### src/sv/ett_pkg.sv
// ============================================================================
// Entity text tokenizer package
// Shared types and constants for the entity lump tokenizer: event codes,
// character codes, the classified byte passed from front to back, and the
// result item.
// ============================================================================
package ett_pkg;

    // Event codes reported with every byte.
    typedef enum logic [2:0] {
        EV_IGNORED     = 3'd0,
        EV_OPEN        = 3'd1,
        EV_KEY_CHAR    = 3'd2,
        EV_KEY_DONE    = 3'd3,
        EV_VALUE_CHAR  = 3'd4,
        EV_PROP_DONE   = 3'd5,
        EV_ENTITY_DONE = 3'd6,
        EV_HALTED      = 3'd7
    } t_event;

    // Delimiter characters of the lump syntax.
    localparam logic [7:0] CH_NUL    = 8'h00;
    localparam logic [7:0] CH_LBRACE = 8'h7B;
    localparam logic [7:0] CH_RBRACE = 8'h7D;
    localparam logic [7:0] CH_QUOTE  = 8'h22;

    // Saturation limits of the reported fields.
    localparam logic [7:0]  KEY_LEN_MAX   = 8'hFF;
    localparam logic [11:0] VALUE_LEN_MAX = 12'hFFF;
    localparam logic [15:0] TOTAL_MAX     = 16'hFFFF;

    // Depth of the queue between front and back.
    localparam int Q_DEPTH = 2;

    // A byte after classification in the front part.
    typedef struct packed {
        logic       restart;
        logic       is_nul;
        logic       is_lbrace;
        logic       is_rbrace;
        logic       is_quote;
        logic [7:0] ch;
    } t_cls;

endpackage

### src/sv/ett_if.sv
// ============================================================================
// Entity text tokenizer channels
// Valid/ready channels for input bytes and for result items.
// ============================================================================

// Input channel: one lump byte per item.
interface ett_in_if;
    logic       valid;
    logic       ready;
    logic [7:0] ch;
    logic       restart;

    modport source (output valid, output ch, output restart, input ready);
    modport sink   (input valid, input ch, input restart, output ready);
endinterface

// Output channel: one event per item.
interface ett_out_if;
    logic        valid;
    logic        ready;
    logic [2:0]  event_res;
    logic [7:0]  data_byte;
    logic [7:0]  key_length;
    logic [11:0] value_length;
    logic [15:0] property_total;
    logic [15:0] entity_total;

    modport source (output valid, output event_res, output data_byte,
                    output key_length, output value_length,
                    output property_total, output entity_total, input ready);
    modport sink   (input valid, input event_res, input data_byte,
                    input key_length, input value_length,
                    input property_total, input entity_total, output ready);
endinterface

### src/sv/entity_text_tokenizer_unit.sv
// Path: a byte accepted from the input channel is registered in the front end, written
// into the queue and carried out by the parse engine into the result register.
// Throughput: one byte per cycle while results are taken; parse state is registered.
// A two-entry queue between front end and parse engine absorbs short output stalls.
// Reset (synchronous, active low) empties all stages and sets the parse outside
// any entity with all counts at zero; a restart byte resets the parse and counts in-band.
// ============================================================================
// Entity text tokenizer
// Streaming tokenizer for the entity text lump: a front end classifies
// bytes, a short queue decouples it from the parse engine, which emits one
// event per byte with running counts.
// ============================================================================
module entity_text_tokenizer_unit
    import ett_pkg::*;
#(
    parameter int KEY_BUF   = 256,
    parameter int VALUE_BUF = 4096
)
(
    input  logic      i_clk,
    input  logic      i_rst_n,
    ett_in_if.sink    i_item,
    ett_out_if.source o_result
);

    logic front_valid;
    logic front_ready;
    t_cls front_cls;
    logic q_valid;
    logic q_ready;
    t_cls q_cls;

    // Front end: accept and classify.
    ett_front u_front (
        .i_clk   (i_clk),
        .i_rst_n (i_rst_n),
        .i_item  (i_item),
        .o_valid (front_valid),
        .o_cls   (front_cls),
        .i_ready (front_ready)
    );

    // Queue between front end and parse engine.
    ett_fifo u_fifo (
        .i_clk   (i_clk),
        .i_rst_n (i_rst_n),
        .i_valid (front_valid),
        .i_cls   (front_cls),
        .o_ready (front_ready),
        .o_valid (q_valid),
        .o_cls   (q_cls),
        .i_ready (q_ready)
    );

    // Parse engine and result register.
    ett_back #(
        .KEY_BUF   (KEY_BUF),
        .VALUE_BUF (VALUE_BUF)
    ) u_back (
        .i_clk    (i_clk),
        .i_rst_n  (i_rst_n),
        .i_valid  (q_valid),
        .i_cls    (q_cls),
        .o_ready  (q_ready),
        .o_result (o_result)
    );

endmodule

### src/sv/ett_front.sv
// ============================================================================
// Tokenizer front end
// Accepts lump bytes, classifies them against the delimiter characters and
// registers the classified item for the queue.
// ============================================================================
module ett_front
    import ett_pkg::*;
(
    input  logic      i_clk,
    input  logic      i_rst_n,
    ett_in_if.sink    i_item,
    output logic      o_valid,
    output t_cls      o_cls,
    input  logic      i_ready
);

    logic r_valid;
    t_cls r_cls;
    t_cls n_cls;
    logic take;

    // The stage takes a new item when empty or when its item moves on.
    assign i_item.ready = !r_valid || i_ready;
    assign take         = i_item.valid && i_item.ready;

    // Classify the byte.
    always_comb begin
        n_cls.restart   = i_item.restart;
        n_cls.is_nul    = (i_item.ch == CH_NUL);
        n_cls.is_lbrace = (i_item.ch == CH_LBRACE);
        n_cls.is_rbrace = (i_item.ch == CH_RBRACE);
        n_cls.is_quote  = (i_item.ch == CH_QUOTE);
        n_cls.ch        = i_item.ch;
    end

    // Valid flag.
    always_ff @(posedge i_clk) begin
        if (!i_rst_n) begin
            r_valid <= 1'b0;
        end else if (i_item.ready) begin
            r_valid <= i_item.valid;
        end
    end

    // Payload register.
    always_ff @(posedge i_clk) begin
        if (take) begin
            r_cls <= n_cls;
        end
    end

    assign o_valid = r_valid;
    assign o_cls   = r_cls;

endmodule

### src/sv/ett_fifo.sv
// ============================================================================
// Tokenizer queue
// Short first-in first-out queue of classified bytes between the front end
// and the parse engine.
// ============================================================================
module ett_fifo
    import ett_pkg::*;
(
    input  logic i_clk,
    input  logic i_rst_n,
    input  logic i_valid,
    input  t_cls i_cls,
    output logic o_ready,
    output logic o_valid,
    output t_cls o_cls,
    input  logic i_ready
);

    localparam int PW = (Q_DEPTH > 1) ? $clog2(Q_DEPTH) : 1;
    localparam int CW = $clog2(Q_DEPTH + 1);

    t_cls          r_mem [Q_DEPTH];
    logic [PW-1:0] r_wr_ptr;
    logic [PW-1:0] r_rd_ptr;
    logic [CW-1:0] r_count;
    logic          push;
    logic          pop;

    assign o_ready = (r_count != CW'(Q_DEPTH));
    assign o_valid = (r_count != '0);
    assign o_cls   = r_mem[r_rd_ptr];
    assign push    = i_valid && o_ready;
    assign pop     = o_valid && i_ready;

    // Storage.
    always_ff @(posedge i_clk) begin
        if (push) begin
            r_mem[r_wr_ptr] <= i_cls;
        end
    end

    // Pointers and fill count.
    always_ff @(posedge i_clk) begin
        if (!i_rst_n) begin
            r_wr_ptr <= '0;
            r_rd_ptr <= '0;
            r_count  <= '0;
        end else begin
            if (push) begin
                r_wr_ptr <= (r_wr_ptr == PW'(Q_DEPTH - 1)) ? '0 : r_wr_ptr + 1'b1;
            end
            if (pop) begin
                r_rd_ptr <= (r_rd_ptr == PW'(Q_DEPTH - 1)) ? '0 : r_rd_ptr + 1'b1;
            end
            if (push && !pop) begin
                r_count <= r_count + 1'b1;
            end else if (pop && !push) begin
                r_count <= r_count - 1'b1;
            end
        end
    end

    // The fill count never passes the depth.
    a_count_bound: assert property (@(posedge i_clk) disable iff (!i_rst_n)
        r_count <= CW'(Q_DEPTH))
        else $error("queue fill count exceeds depth");

    // A full queue refuses new items.
    a_full_no_push: assert property (@(posedge i_clk) disable iff (!i_rst_n)
        (r_count == CW'(Q_DEPTH)) |-> !push)
        else $error("push into a full queue");

    // Without push or pop the fill count holds.
    a_count_hold: assert property (@(posedge i_clk) disable iff (!i_rst_n)
        (!push && !pop) |=> $stable(r_count))
        else $error("queue fill count changed while idle");

endmodule

### src/sv/ett_back.sv
// ============================================================================
// Tokenizer parse engine
// Holds the parse mode and counts, carries out one classified byte per cycle
// while the output register is free or drains, and registers the event.
// ============================================================================
module ett_back
    import ett_pkg::*;
#(
    parameter int KEY_BUF   = 256,
    parameter int VALUE_BUF = 4096
)
(
    input  logic     i_clk,
    input  logic     i_rst_n,
    input  logic     i_valid,
    input  t_cls     i_cls,
    output logic     o_ready,
    ett_out_if.source o_result
);

    localparam int KW = $clog2(KEY_BUF);
    localparam int VW = $clog2(VALUE_BUF);

    typedef enum logic [2:0] {
        S_OUTSIDE,
        S_ENTITY,
        S_KEY,
        S_WAIT,
        S_VALUE,
        S_HALTED
    } t_mode;

    t_mode         r_mode,     n_mode, mode_in;
    logic [KW-1:0] r_key_cnt,  n_key_cnt, key_in;
    logic [VW-1:0] r_val_cnt,  n_val_cnt, val_in;
    logic [15:0]   r_prop_cnt, n_prop_cnt, prop_in;
    logic [15:0]   r_ent_cnt,  n_ent_cnt, ent_in;
    t_event        n_event;
    logic [7:0]    n_data;
    logic [7:0]    key_len;
    logic [11:0]   val_len;

    logic          r_out_valid;
    t_event        r_event;
    logic [7:0]    r_data;
    logic [7:0]    r_key_len;
    logic [11:0]   r_val_len;
    logic [15:0]   r_prop_tot;
    logic [15:0]   r_ent_tot;
    logic          step;

    // A byte is carried out whenever the output register is free or drains.
    assign o_ready = !r_out_valid || o_result.ready;
    assign step    = i_valid && o_ready;

    // A restart clears the state before the byte is parsed.
    always_comb begin
        mode_in = i_cls.restart ? S_OUTSIDE : r_mode;
        key_in  = i_cls.restart ? '0 : r_key_cnt;
        val_in  = i_cls.restart ? '0 : r_val_cnt;
        prop_in = i_cls.restart ? '0 : r_prop_cnt;
        ent_in  = i_cls.restart ? '0 : r_ent_cnt;
    end

    // Parse step.
    always_comb begin
        n_mode     = mode_in;
        n_key_cnt  = key_in;
        n_val_cnt  = val_in;
        n_prop_cnt = prop_in;
        n_ent_cnt  = ent_in;
        n_event    = EV_IGNORED;
        n_data     = 8'h00;
        if (i_cls.is_nul || mode_in == S_HALTED) begin
            n_mode  = S_HALTED;
            n_event = EV_HALTED;
        end else begin
            unique case (mode_in)
                S_OUTSIDE: begin
                    if (i_cls.is_lbrace) begin
                        n_mode     = S_ENTITY;
                        n_prop_cnt = '0;
                        n_event    = EV_OPEN;
                    end
                end
                S_ENTITY: begin
                    if (i_cls.is_quote) begin
                        n_mode    = S_KEY;
                        n_key_cnt = '0;
                    end else if (i_cls.is_rbrace) begin
                        n_mode    = S_OUTSIDE;
                        n_ent_cnt = (ent_in == TOTAL_MAX) ? TOTAL_MAX : ent_in + 16'd1;
                        n_event   = EV_ENTITY_DONE;
                    end
                end
                S_KEY: begin
                    if (key_in >= KW'(KEY_BUF - 1) || i_cls.is_quote) begin
                        n_mode  = S_WAIT;
                        n_event = EV_KEY_DONE;
                    end else begin
                        n_key_cnt = key_in + 1'b1;
                        n_event   = EV_KEY_CHAR;
                        n_data    = i_cls.ch;
                    end
                end
                S_WAIT: begin
                    if (i_cls.is_quote) begin
                        n_mode    = S_VALUE;
                        n_val_cnt = '0;
                    end
                end
                S_VALUE: begin
                    if (val_in >= VW'(VALUE_BUF - 1) || i_cls.is_quote) begin
                        n_mode     = S_ENTITY;
                        n_prop_cnt = (prop_in == TOTAL_MAX) ? TOTAL_MAX
                                                            : prop_in + 16'd1;
                        n_event    = EV_PROP_DONE;
                    end else begin
                        n_val_cnt = val_in + 1'b1;
                        n_event   = EV_VALUE_CHAR;
                        n_data    = i_cls.ch;
                    end
                end
                default: begin
                    n_mode  = S_HALTED;
                    n_event = EV_HALTED;
                end
            endcase
        end
    end

    // Clamp the internal counts to the reported field widths.
    generate
        if (KW > 8) begin : g_key_sat
            assign key_len = (n_key_cnt > KW'(KEY_LEN_MAX)) ? KEY_LEN_MAX
                                                            : n_key_cnt[7:0];
        end else begin : g_key_ext
            assign key_len = 8'(n_key_cnt);
        end
        if (VW > 12) begin : g_val_sat
            assign val_len = (n_val_cnt > VW'(VALUE_LEN_MAX)) ? VALUE_LEN_MAX
                                                              : n_val_cnt[11:0];
        end else begin : g_val_ext
            assign val_len = 12'(n_val_cnt);
        end
    endgenerate

    // Parse state and output valid.
    always_ff @(posedge i_clk) begin
        if (!i_rst_n) begin
            r_mode      <= S_OUTSIDE;
            r_key_cnt   <= '0;
            r_val_cnt   <= '0;
            r_prop_cnt  <= '0;
            r_ent_cnt   <= '0;
            r_out_valid <= 1'b0;
        end else begin
            if (step) begin
                r_mode     <= n_mode;
                r_key_cnt  <= n_key_cnt;
                r_val_cnt  <= n_val_cnt;
                r_prop_cnt <= n_prop_cnt;
                r_ent_cnt  <= n_ent_cnt;
            end
            if (o_ready) begin
                r_out_valid <= i_valid;
            end
        end
    end

    // Result register.
    always_ff @(posedge i_clk) begin
        if (step) begin
            r_event    <= n_event;
            r_data     <= n_data;
            r_key_len  <= key_len;
            r_val_len  <= val_len;
            r_prop_tot <= n_prop_cnt;
            r_ent_tot  <= n_ent_cnt;
        end
    end

    assign o_result.valid          = r_out_valid;
    assign o_result.event_res      = r_event;
    assign o_result.data_byte      = r_data;
    assign o_result.key_length     = r_key_len;
    assign o_result.value_length   = r_val_len;
    assign o_result.property_total = r_prop_tot;
    assign o_result.entity_total   = r_ent_tot;

    // A halted parse stays halted until a restart arrives.
    a_halt_sticky: assert property (@(posedge i_clk) disable iff (!i_rst_n)
        (step && r_mode == S_HALTED && !i_cls.restart) |=> (r_mode == S_HALTED))
        else $error("parse left halted mode without restart");

    // Entity count never drops unless a restart clears it.
    a_ent_monotonic: assert property (@(posedge i_clk) disable iff (!i_rst_n)
        (step && !i_cls.restart) |=> (r_ent_cnt >= $past(r_ent_cnt)))
        else $error("entity count decreased without restart");

    // A key character event always reports a nonzero key length.
    a_key_char_len: assert property (@(posedge i_clk) disable iff (!i_rst_n)
        (r_out_valid && r_event == EV_KEY_CHAR) |-> (r_key_len != 8'h00))
        else $error("key char event with zero key length");

    // The data byte is zero on every event that carries no character.
    a_data_zero: assert property (@(posedge i_clk) disable iff (!i_rst_n)
        (r_out_valid && r_event != EV_KEY_CHAR && r_event != EV_VALUE_CHAR)
        |-> (r_data == 8'h00))
        else $error("data byte set on a non-character event");

endmodule

### src/flat_wrapper.sv
// flat-port wrapper written by rule: the top's interface ports become plain ports
module entity_text_tokenizer_unit_flat import ett_pkg::*;
#(
    parameter int KEY_BUF   = 256,
    parameter int VALUE_BUF = 4096
)
  (i_clk, i_rst_n, i_item_valid, i_item_ch, i_item_restart, i_item_ready, o_result_valid, o_result_event_res, o_result_data_byte, o_result_key_length, o_result_value_length, o_result_property_total, o_result_entity_total, o_result_ready);
  ett_in_if i_item_i ();
  ett_out_if o_result_i ();
  input  logic i_clk;
  input  logic i_rst_n;
  input wire logic [$bits(i_item_i.valid)-1:0] i_item_valid;
  input wire logic [$bits(i_item_i.ch)-1:0] i_item_ch;
  input wire logic [$bits(i_item_i.restart)-1:0] i_item_restart;
  output wire logic [$bits(i_item_i.ready)-1:0] i_item_ready;
  output wire logic [$bits(o_result_i.valid)-1:0] o_result_valid;
  output wire logic [$bits(o_result_i.event_res)-1:0] o_result_event_res;
  output wire logic [$bits(o_result_i.data_byte)-1:0] o_result_data_byte;
  output wire logic [$bits(o_result_i.key_length)-1:0] o_result_key_length;
  output wire logic [$bits(o_result_i.value_length)-1:0] o_result_value_length;
  output wire logic [$bits(o_result_i.property_total)-1:0] o_result_property_total;
  output wire logic [$bits(o_result_i.entity_total)-1:0] o_result_entity_total;
  input wire logic [$bits(o_result_i.ready)-1:0] o_result_ready;
  assign i_item_i.valid = i_item_valid;
  assign i_item_i.ch = i_item_ch;
  assign i_item_i.restart = i_item_restart;
  assign i_item_ready = i_item_i.ready;
  assign o_result_valid = o_result_i.valid;
  assign o_result_event_res = o_result_i.event_res;
  assign o_result_data_byte = o_result_i.data_byte;
  assign o_result_key_length = o_result_i.key_length;
  assign o_result_value_length = o_result_i.value_length;
  assign o_result_property_total = o_result_i.property_total;
  assign o_result_entity_total = o_result_i.entity_total;
  assign o_result_i.ready = o_result_ready;
  entity_text_tokenizer_unit #(.KEY_BUF(KEY_BUF), .VALUE_BUF(VALUE_BUF)) u_core (.i_clk(i_clk), .i_rst_n(i_rst_n), .i_item(i_item_i), .o_result(o_result_i));
endmodule
### config.mk
export PLATFORM = sky130hd
export DESIGN_NAME = entity_text_tokenizer_unit_flat
export DESIGN_NICKNAME = d
export VERILOG_FILES = /design/src/sv/ett_pkg.sv /design/src/sv/ett_if.sv /design/src/sv/entity_text_tokenizer_unit.sv /design/src/sv/ett_front.sv /design/src/sv/ett_fifo.sv /design/src/sv/ett_back.sv /design/src/flat_wrapper.sv
export SDC_FILE = /design/constraint.sdc
export NUM_CORES = 1
export LEC_CHECK = 0
export ABC_AREA = 1
export BUFFER_PORTS_ARGS = -buffer_cell sky130_fd_sc_hd__buf_2
export CORE_UTILIZATION = 25
export CTS_CLUSTER_SIZE = 12
export DETAILED_ROUTE_END_ITERATION = 16
export PLACE_DENSITY = 0.44
export REMOVE_ABC_BUFFERS = 1
export SLEW_MARGIN = 25
export SYNTH_ARGS = -nofsm -noshare
export SYNTH_HDL_FRONTEND = slang
export SYNTH_SLANG_ARGS = --single-unit
export TNS_END_PERCENT = 100
### constraint.sdc
create_clock -name i_clk -period 7.8 [get_ports i_clk]
set_input_delay 0.39 -clock i_clk [delete_from_list [all_inputs] [get_ports i_clk]]
set_output_delay 0.39 -clock i_clk [all_outputs]
set_load 0.005 [all_outputs]
==> metrics, run 1 <==
IO Pins 78; ys flop type edfxtp_1; Setup Skew 0.0178 ns; depth of the CTS H-tree 4; WL final 23400 um; chip height 187 um; Crit Path Max Fanout 36; clk_lat worst skew 0.45 ns; kind of critical path reg2reg; Worst path max stage delay 0.72 ns; outcome finished, final reports clean; R2R setup slack 4.14 ns; Net Switching around 1.6 mW; PortBufs 77; total of max-cap violations 0; multi-input logic area 3450 um2; cells along the critical path nand2_1 -> nand2_4 -> nor2_1 -> ha_1 -> nand2_1 -> nor2_1 -> nand3_1 -> nand2_1 -> inv_1 -> nand2_1 -> nand2_1 -> nand2_1 -> a21oi_1; switching share of power 41.5%; Pleak 4.39 nW; Peak VDD IR 0.207 mV; cells after synthesis between 1000 and 1500; initial DRC count 631; Async S/R FF share, synth 0%; GRT Util Overall 13.7%; top cells by count, synth nand2_1 (228), inv_1 (159), nor2_1 (128), edfxtp_1 (102), nand3_1 (95); P per Cell Area 380 nW/um2; Layout area overhead 16.9%; post-layout util 29.8%; Flop pwr share 40.0%; CP top delay family simple AND/OR/NAND/NOR gates; synth top area cells edfxtp_1 (36%), dfxtp_1 (15%), nand2_1 (10%); worst hold path class in2reg; Slew headroom approximately 39%; CP max stage cell dfxtp_1; Buf/Inv on CP 1; Vias just over 7000; WL per Instance 14.6 um; hold_sp i_item_restart; clock share of power 23.5%; initial antenna violation count 0; Inserted Clock Buffers 17; vias in the first global route between 6000 and 7000; CTS Sinks 164; cts hold-fix bufs 0; DRC Markers 0; #FFs+latches synth 164; CTS tree yes; fill count 3605; Antenna Nets Post-Route 0; Register Area 4300 um2; RSZ-0062 raised after global routing false; global placement routability congestion 0.864; Mean Syn Cell Area 7.94 um2; DP HPWL around 16000 um; clock-pin slew on the worst setup and hold paths 0.07 ns; global-route wire length before repair about 37000 um; Critical Path AT approximately 4.0 ns; post-synthesis sequential area ratio 50.4%; number of flops mapped to enable cells by yosys 102; Final Hold Fails 0; n_diodes 0; R2R depth 13; initial core utilization 25.5%; clock period minus worst slack 3.66 ns; CP most frequent cell nand2_1; mapped cell area 8540 um2; die area around 35000 um2; Synth top area share 35.9%; hold path endpoint u_core.u_front.o_cls[12]$_DFFE_PP_; Worst Setup End Kind flip-flop; 1st-pass router iterations 5; fmax 273 MHz; total power 3.79 mW; Post-CTS Setup Inserts 0; final net count 1163; Comb pwr share approximately 37%; Worst EP required 8.09 ns; pin count of the biggest net entering global routing 78; layout cells sized above 1 between 10 and 15%; Rows 67; Resize count post-CTS 0; core area 33500 um2; internal power ~2.2 mW; die outline width 187 um; final setup vio count 0; hold path depth 1; fin. max-slew vios 0; R2R Path End u_core.u_back.o_result.data_byte[2]$_SDFFCE_PP0P_; CP Launch Type flip-flop; post-synth cell types 42; GRT overflow 0; top-count cell post-synth nand2_1; final hold slack 0.122 ns; leading area contributor after synthesis edfxtp_1; Max clock buf depth 2; Worst-Margin Slew 0.919 ns; Total Neg Setup Slack 0 ns; clk root buf clkbuf_16; fin crit share 46.9%; Ys Warns 0; vias per inst 4.43
[layout by cell type, fill, tap and decap left out, types with 3 or more instances in the layout]
cell / netlist / routed
nor2_2: 11 / 11
o21ai_2: 3 / 3
a21oi_1: 53 / 52
buf_4: 4 / 6
buf_2: 8 / 77
o21bai_1: 3 / 3
nor3_1: 14 / 14
xor2_1: 5 / 5
dfxtp_1: 62 / 62
ha_1: 5 / 5
or2_0: 4 / 4
nand2_1: 228 / 228
or2_2: 3 / 3
nand3_1: 95 / 95
clkinv_4: 0 / 3
o21ai_1: 12 / 12
o211ai_1: 9 / 9
inv_1: 159 / 159
nand3_2: 3 / 3
edfxtp_1: 102 / 102
nand3b_1: 5 / 5
inv_2: 7 / 7
inv_8: 0 / 7
clkbuf_16: 0 / 17
nor2_1: 128 / 128
nor2_4: 5 / 5
nand4_1: 27 / 27
o21ai_0: 71 / 71
nand2_4: 4 / 4
nand2_2: 9 / 9
[registers in the layout (all words and copies together), names as in the netlist, named ones only]
signal	flops
u_core.u_front.o_cls	13
u_core.u_fifo.r_mem	26
u_core.u_back.o_result.valid	1
u_core.u_back.o_result.key_length	8
u_core.u_fifo.r_rd_ptr	1
u_core.u_back.o_result.value_length	12
u_core.u_back.r_val_cnt	12
u_core.u_fifo.r_wr_ptr	1
u_core.u_back.r_key_cnt	8
u_core.u_front.o_valid	1
u_core.u_back.r_prop_cnt	16
u_core.u_back.o_result.property_total	16
u_core.u_back.r_ent_cnt	16
u_core.u_back.r_mode	3
u_core.u_back.o_result.entity_total	16
u_core.u_back.o_result.event_res	3
u_core.u_back.o_result.data_byte	8
u_core.u_fifo.r_count	2
[per-stage QoR]
step                cell area [um2]  setup WS (ns)  std cells
CTS                            9980           4.15       1606
detailed placement             9370           4.15       1574
floorplan                      8370          -2.39       1043
global placement               9370           4.33       1574
finish                         9980           4.14       1606
global route                   9980           3.80       1606
[per-layer routing]
metal | vias up | GRT usage, % | part of all wire (%)
li1 | 3672 | - | -
met1 | 3266 | 19.4 | 51
met2 | 154 | 20.7 | 43
met3 | 25 | 2.83 | 4.0
met4 | 0 | 4.73 | 1.5
met5 | - | 0 | 0
[cells by family (layout without fill, tap and decap cells)]
group           after synthesis  count (layout)  synth area share, %
mux                           1               1                0.117
buf+inv                     200             282                 9.35
xor+xnor                      7               7                0.718
flops                       164             164                 50.4
simple gates                542             542                 28.7
compound gates              157             157                 9.99
fa+ha+maj                     5               5                0.733
[worst max-delay path by stage]
stage	start	endpoint	slack, ns	cells past startpoint
final	flip-flop	u_core.u_back.o_result.data_byte[2]$_SDFFCE_PP0P_	4.14	13
after global routing	flip-flop	u_core.u_back.o_result.data_byte[1]$_SDFFCE_PP0P_	3.80	13
after CTS	flip-flop	u_core.u_back.o_result.data_byte[2]$_SDFFCE_PP0P_	4.15	13
after detailed placement	flip-flop	u_core.u_back.o_result.data_byte[2]$_SDFFCE_PP0P_	4.15	13
after global placement	flip-flop	u_core.u_back.o_result.property_total[0]$_DFFE_PP_	4.33	16
after floorplan	o_result_ready	u_core.u_fifo.r_count[1]$_SDFFE_PN0P_	-2.39	8
[cell type report]
class	count	area share, %
timing repair buffer	83	4.31
clock buffer	17	4.26
clock inverter	15	1.84
tap	448	5.62
sequential	164	43.1
multi-input combinational	712	34.6
inverter	167	6.28
[power by group through the flow]
stage	clock [mW]	sequential (mW)	combinational [mW]
global placement	0	1.54	1.39
CTS	0.915	1.52	1.40
global route	0.944	1.56	1.59
finish	0.890	1.52	1.38
detailed placement	0	1.54	1.40
floorplan	0	1.53	0.897
Power figures use the tool's default switching activity.
==> run 2: changes to the inputs <==
- ABC_AREA: 1 -> 0
- PLACE_DENSITY: 0.44 -> 0.46
- clock period: 7.8 -> 3.2 ns (I/O delays scaled with it)
==> metrics, run 2 <==
outcome finished, final reports clean; CTS tree yes; post-synthesis sequential area ratio 49.4% (-0.99 points); Worst Setup End Kind flip-flop; top cells by count, synth edfxtp_1 (102), nand2_1 (92), dfxtp_1 (62), o21ai_0 (60); GRT overflow 0 (unchanged); global placement routability congestion 0.860 (-0.50%); IO Pins 78 (unchanged); Vias 7492 (+5.3%); clock-pin slew on the worst setup and hold paths 0.07 ns (about the same); number of flops mapped to enable cells by yosys 102 (unchanged); cells after synthesis 895 (-17%); total of max-cap violations 0 (unchanged); die area 35600 um2 (+2.0%); clock period minus worst slack 3.04 ns (-0.612 ns); Mean Syn Cell Area 9.73 um2 (+23%); P per Cell Area 746 nW/um2 (+96%); WL per Instance 18.6 um (+28%); Post-CTS Setup Inserts 0 (unchanged); Rows 67 (unchanged); kind of critical path reg2reg; Layout area overhead 20.3%; vias in the first global route 7328 (+7.4%); vias per inst 5.22 (+18%); n_diodes 0 (unchanged); chip height 189 um (+0.99%); total power 7.82 mW (+110%); CP Launch Type flip-flop; DRC Markers 0 (unchanged); die outline width 189 um (+0.99%); 1st-pass router iterations 6 (+1); Max clock buf depth 2 (unchanged); post-synth cell types 81 (+93%); synth top area cells edfxtp_1 (35%), dfxtp_1 (14%), nand2_1 (4.0%); fin. max-slew vios 0 (unchanged); most common cell after layout, fill and taps aside edfxtp_1; Most flops, register u_core.u_fifo.r_mem; Async S/R FF share, synth 0% (unchanged); Final Hold Fails 0 (unchanged); ys flop type edfxtp_1; CTS Sinks 164 (unchanged); post-layout util 30.9% (+1.2 points); Total Neg Setup Slack 0 ns (unchanged); Setup Skew 0.0127 ns (-0.00508 ns); commonest cells after routing, fill and taps aside edfxtp_1 (102), nand2_1 (92), buf_2 (77); WL final 26800 um (+14%); clk_lat worst skew 0.44 ns (about the same); top-count cell post-synth edfxtp_1; layout cells sized above 1 18.2% (+3.9 points); Largest register FFs 26 (unchanged); Crit Path Max Fanout 58 (+61%); mapped cell area 8710 um2 (+2.0%); DP HPWL 18100 um (+15%); depth of the CTS H-tree 4 (unchanged); Inserted Clock Buffers 17 (unchanged); initial core utilization 25.7% (+0.25 points); core area 33900 um2 (+1.0%); leading area contributor after synthesis edfxtp_1; Worst-Margin Slew 0.881 ns (-0.0382 ns); initial antenna violation count 0 (unchanged); fmax 329 MHz (+20%); Worst EP required 3.39 ns (-4.70 ns); pin count of the biggest net entering global routing 59 (-24%); global-route wire length before repair 42700 um (+14%); Synth top area share 35.2% (-0.71 points); initial DRC count 655 (+3.8%); clk root buf clkbuf_16; final net count 993 (-15%); #FFs+latches synth 164 (unchanged); Slew headroom 41.1% (+2.4 points); GRT Util Overall 15.3% (+1.6 points); final setup vio count 0 (unchanged); RSZ-0062 raised after global routing true; Critical Path AT 3.23 ns (-0.72 ns); Ys Warns 0 (unchanged); Pleak 3.72 nW (-15%); Peak VDD IR 0.480 mV (+130%); worst hold path class in2reg; Antenna Nets Post-Route 0 (unchanged); PortBufs 77 (unchanged); fill count 3574 (-0.86%); fin crit share 95.1% (+48 points)
[run 2: cell types whose count changed after synthesis, sizes merged, moves of 20 or more]
cell	before	now
nor2	144	55
inv	166	18
a31oi	0	34
o21ai	86	62
nand2	241	93
mux2i	1	21
and2	0	22
clkbuf	16	39
nand3	98	31
[run 2: worst max-delay path, cell delays in order, from the launching register on]
cell	delay (ns)
dfxtp_1	0.41
mux2i_4	0.33
buf_12	0.31
and2_1	0.19
ha_1	0.19
and4_1	0.27
nand3_1	0.21
or4b_1	0.56
a32oi_1	0.22
nand2_1	0.07
[run 2: what timing repair did]
item	in CTS	in global routing
endpoints found under the hold margin	10	0
hold buffers	10	0
setup endpoints to repair	0	14
gates resized for setup	0	7
[run 2: metal layers]
layer | vias to the layer above | wire length [um] | GRT usage, %
met5 | - | 0 | 0
met4 | 0 | 590 | 6.11
met3 | 37 | 1180 | 2.74
met2 | 219 | 11900 | 23.1
met1 | 3623 | 13100 | 21.5
li1 | 3613 | - | -
[run 2: path summary, 6_finish.rpt]
path	to	depth (start not counted)	start	slack, ns
worst max-delay path	u_core.u_back.o_result.property_total[12]$_DFFE_PP_	9	flip-flop	0.16
worst min-delay path	u_core.u_back.o_result.valid$_SDFFE_PN0N_	3	o_result_ready	0.05
worst max register to register	u_core.u_back.o_result.property_total[12]$_DFFE_PP_	9	flip-flop	0.16
worst min register to register	u_core.u_fifo.r_mem[1][5]$_DFFE_PP_	0	u_core.u_front.o_cls[5]$_DFFE_PP_	0.45
[run 2: where the power goes]
group | internal, mW | leakage, nW | switching (mW) | total (mW)
combinational | 0.797 | 1.92 | 1.66 | 2.46
clock | 1.27 | 0.306 | 0.939 | 2.21
sequential | 2.85 | 1.49 | 0.302 | 3.15
total | 4.92 | 3.72 | 2.90 | 7.82
[run 2: through the flow]
| step | setup WS [ns] | hold WS [ns] | instances | cell area, um2 |
|---|---|---|---|---|
| 2_1_floorplan | -3.09 | 0.259 | 835 | 8450 |
| 3_3_place_gp | 0.200 | 0.368 | 1394 | 9710 |
| 3_5_place_dp | 0.104 | 0.364 | 1394 | 9710 |
| 4_1_cts | 0.0827 | 0.0351 | 1436 | 10400 |
| 5_1_grt | -0.00930 | 0.0717 | 1436 | 10500 |
| 6_report | 0.156 | 0.0531 | 1436 | 10500 |
[run 2: kinds of logic after synthesis]
| group | after synthesis | synth area share (%) |
|---|---|---|
| adder cells (fa/ha/maj) | 5 | 0.718 |
| multiplexers | 25 | 2.97 |
| AND/OR/NAND/NOR | 336 | 20.9 |
| AO/OA/AOI/OAI | 274 | 21.0 |
| XOR/XNOR | 13 | 1.31 |
| buffers and inverters | 78 | 3.73 |
| flip-flops | 164 | 49.4 |
[run 2: area by class of cell]
class	count	area, um2	share of cell area, %
Clock inverter	14	193	1.84
Inverter	18	70.1	0.669
Timing Repair Buffer	121	782	7.46
Clock buffer	18	439	4.19
Tap cell	448	561	5.35
Multi-Input combinational cell	653	4130	39.4
Sequential cell	164	4300	41.1
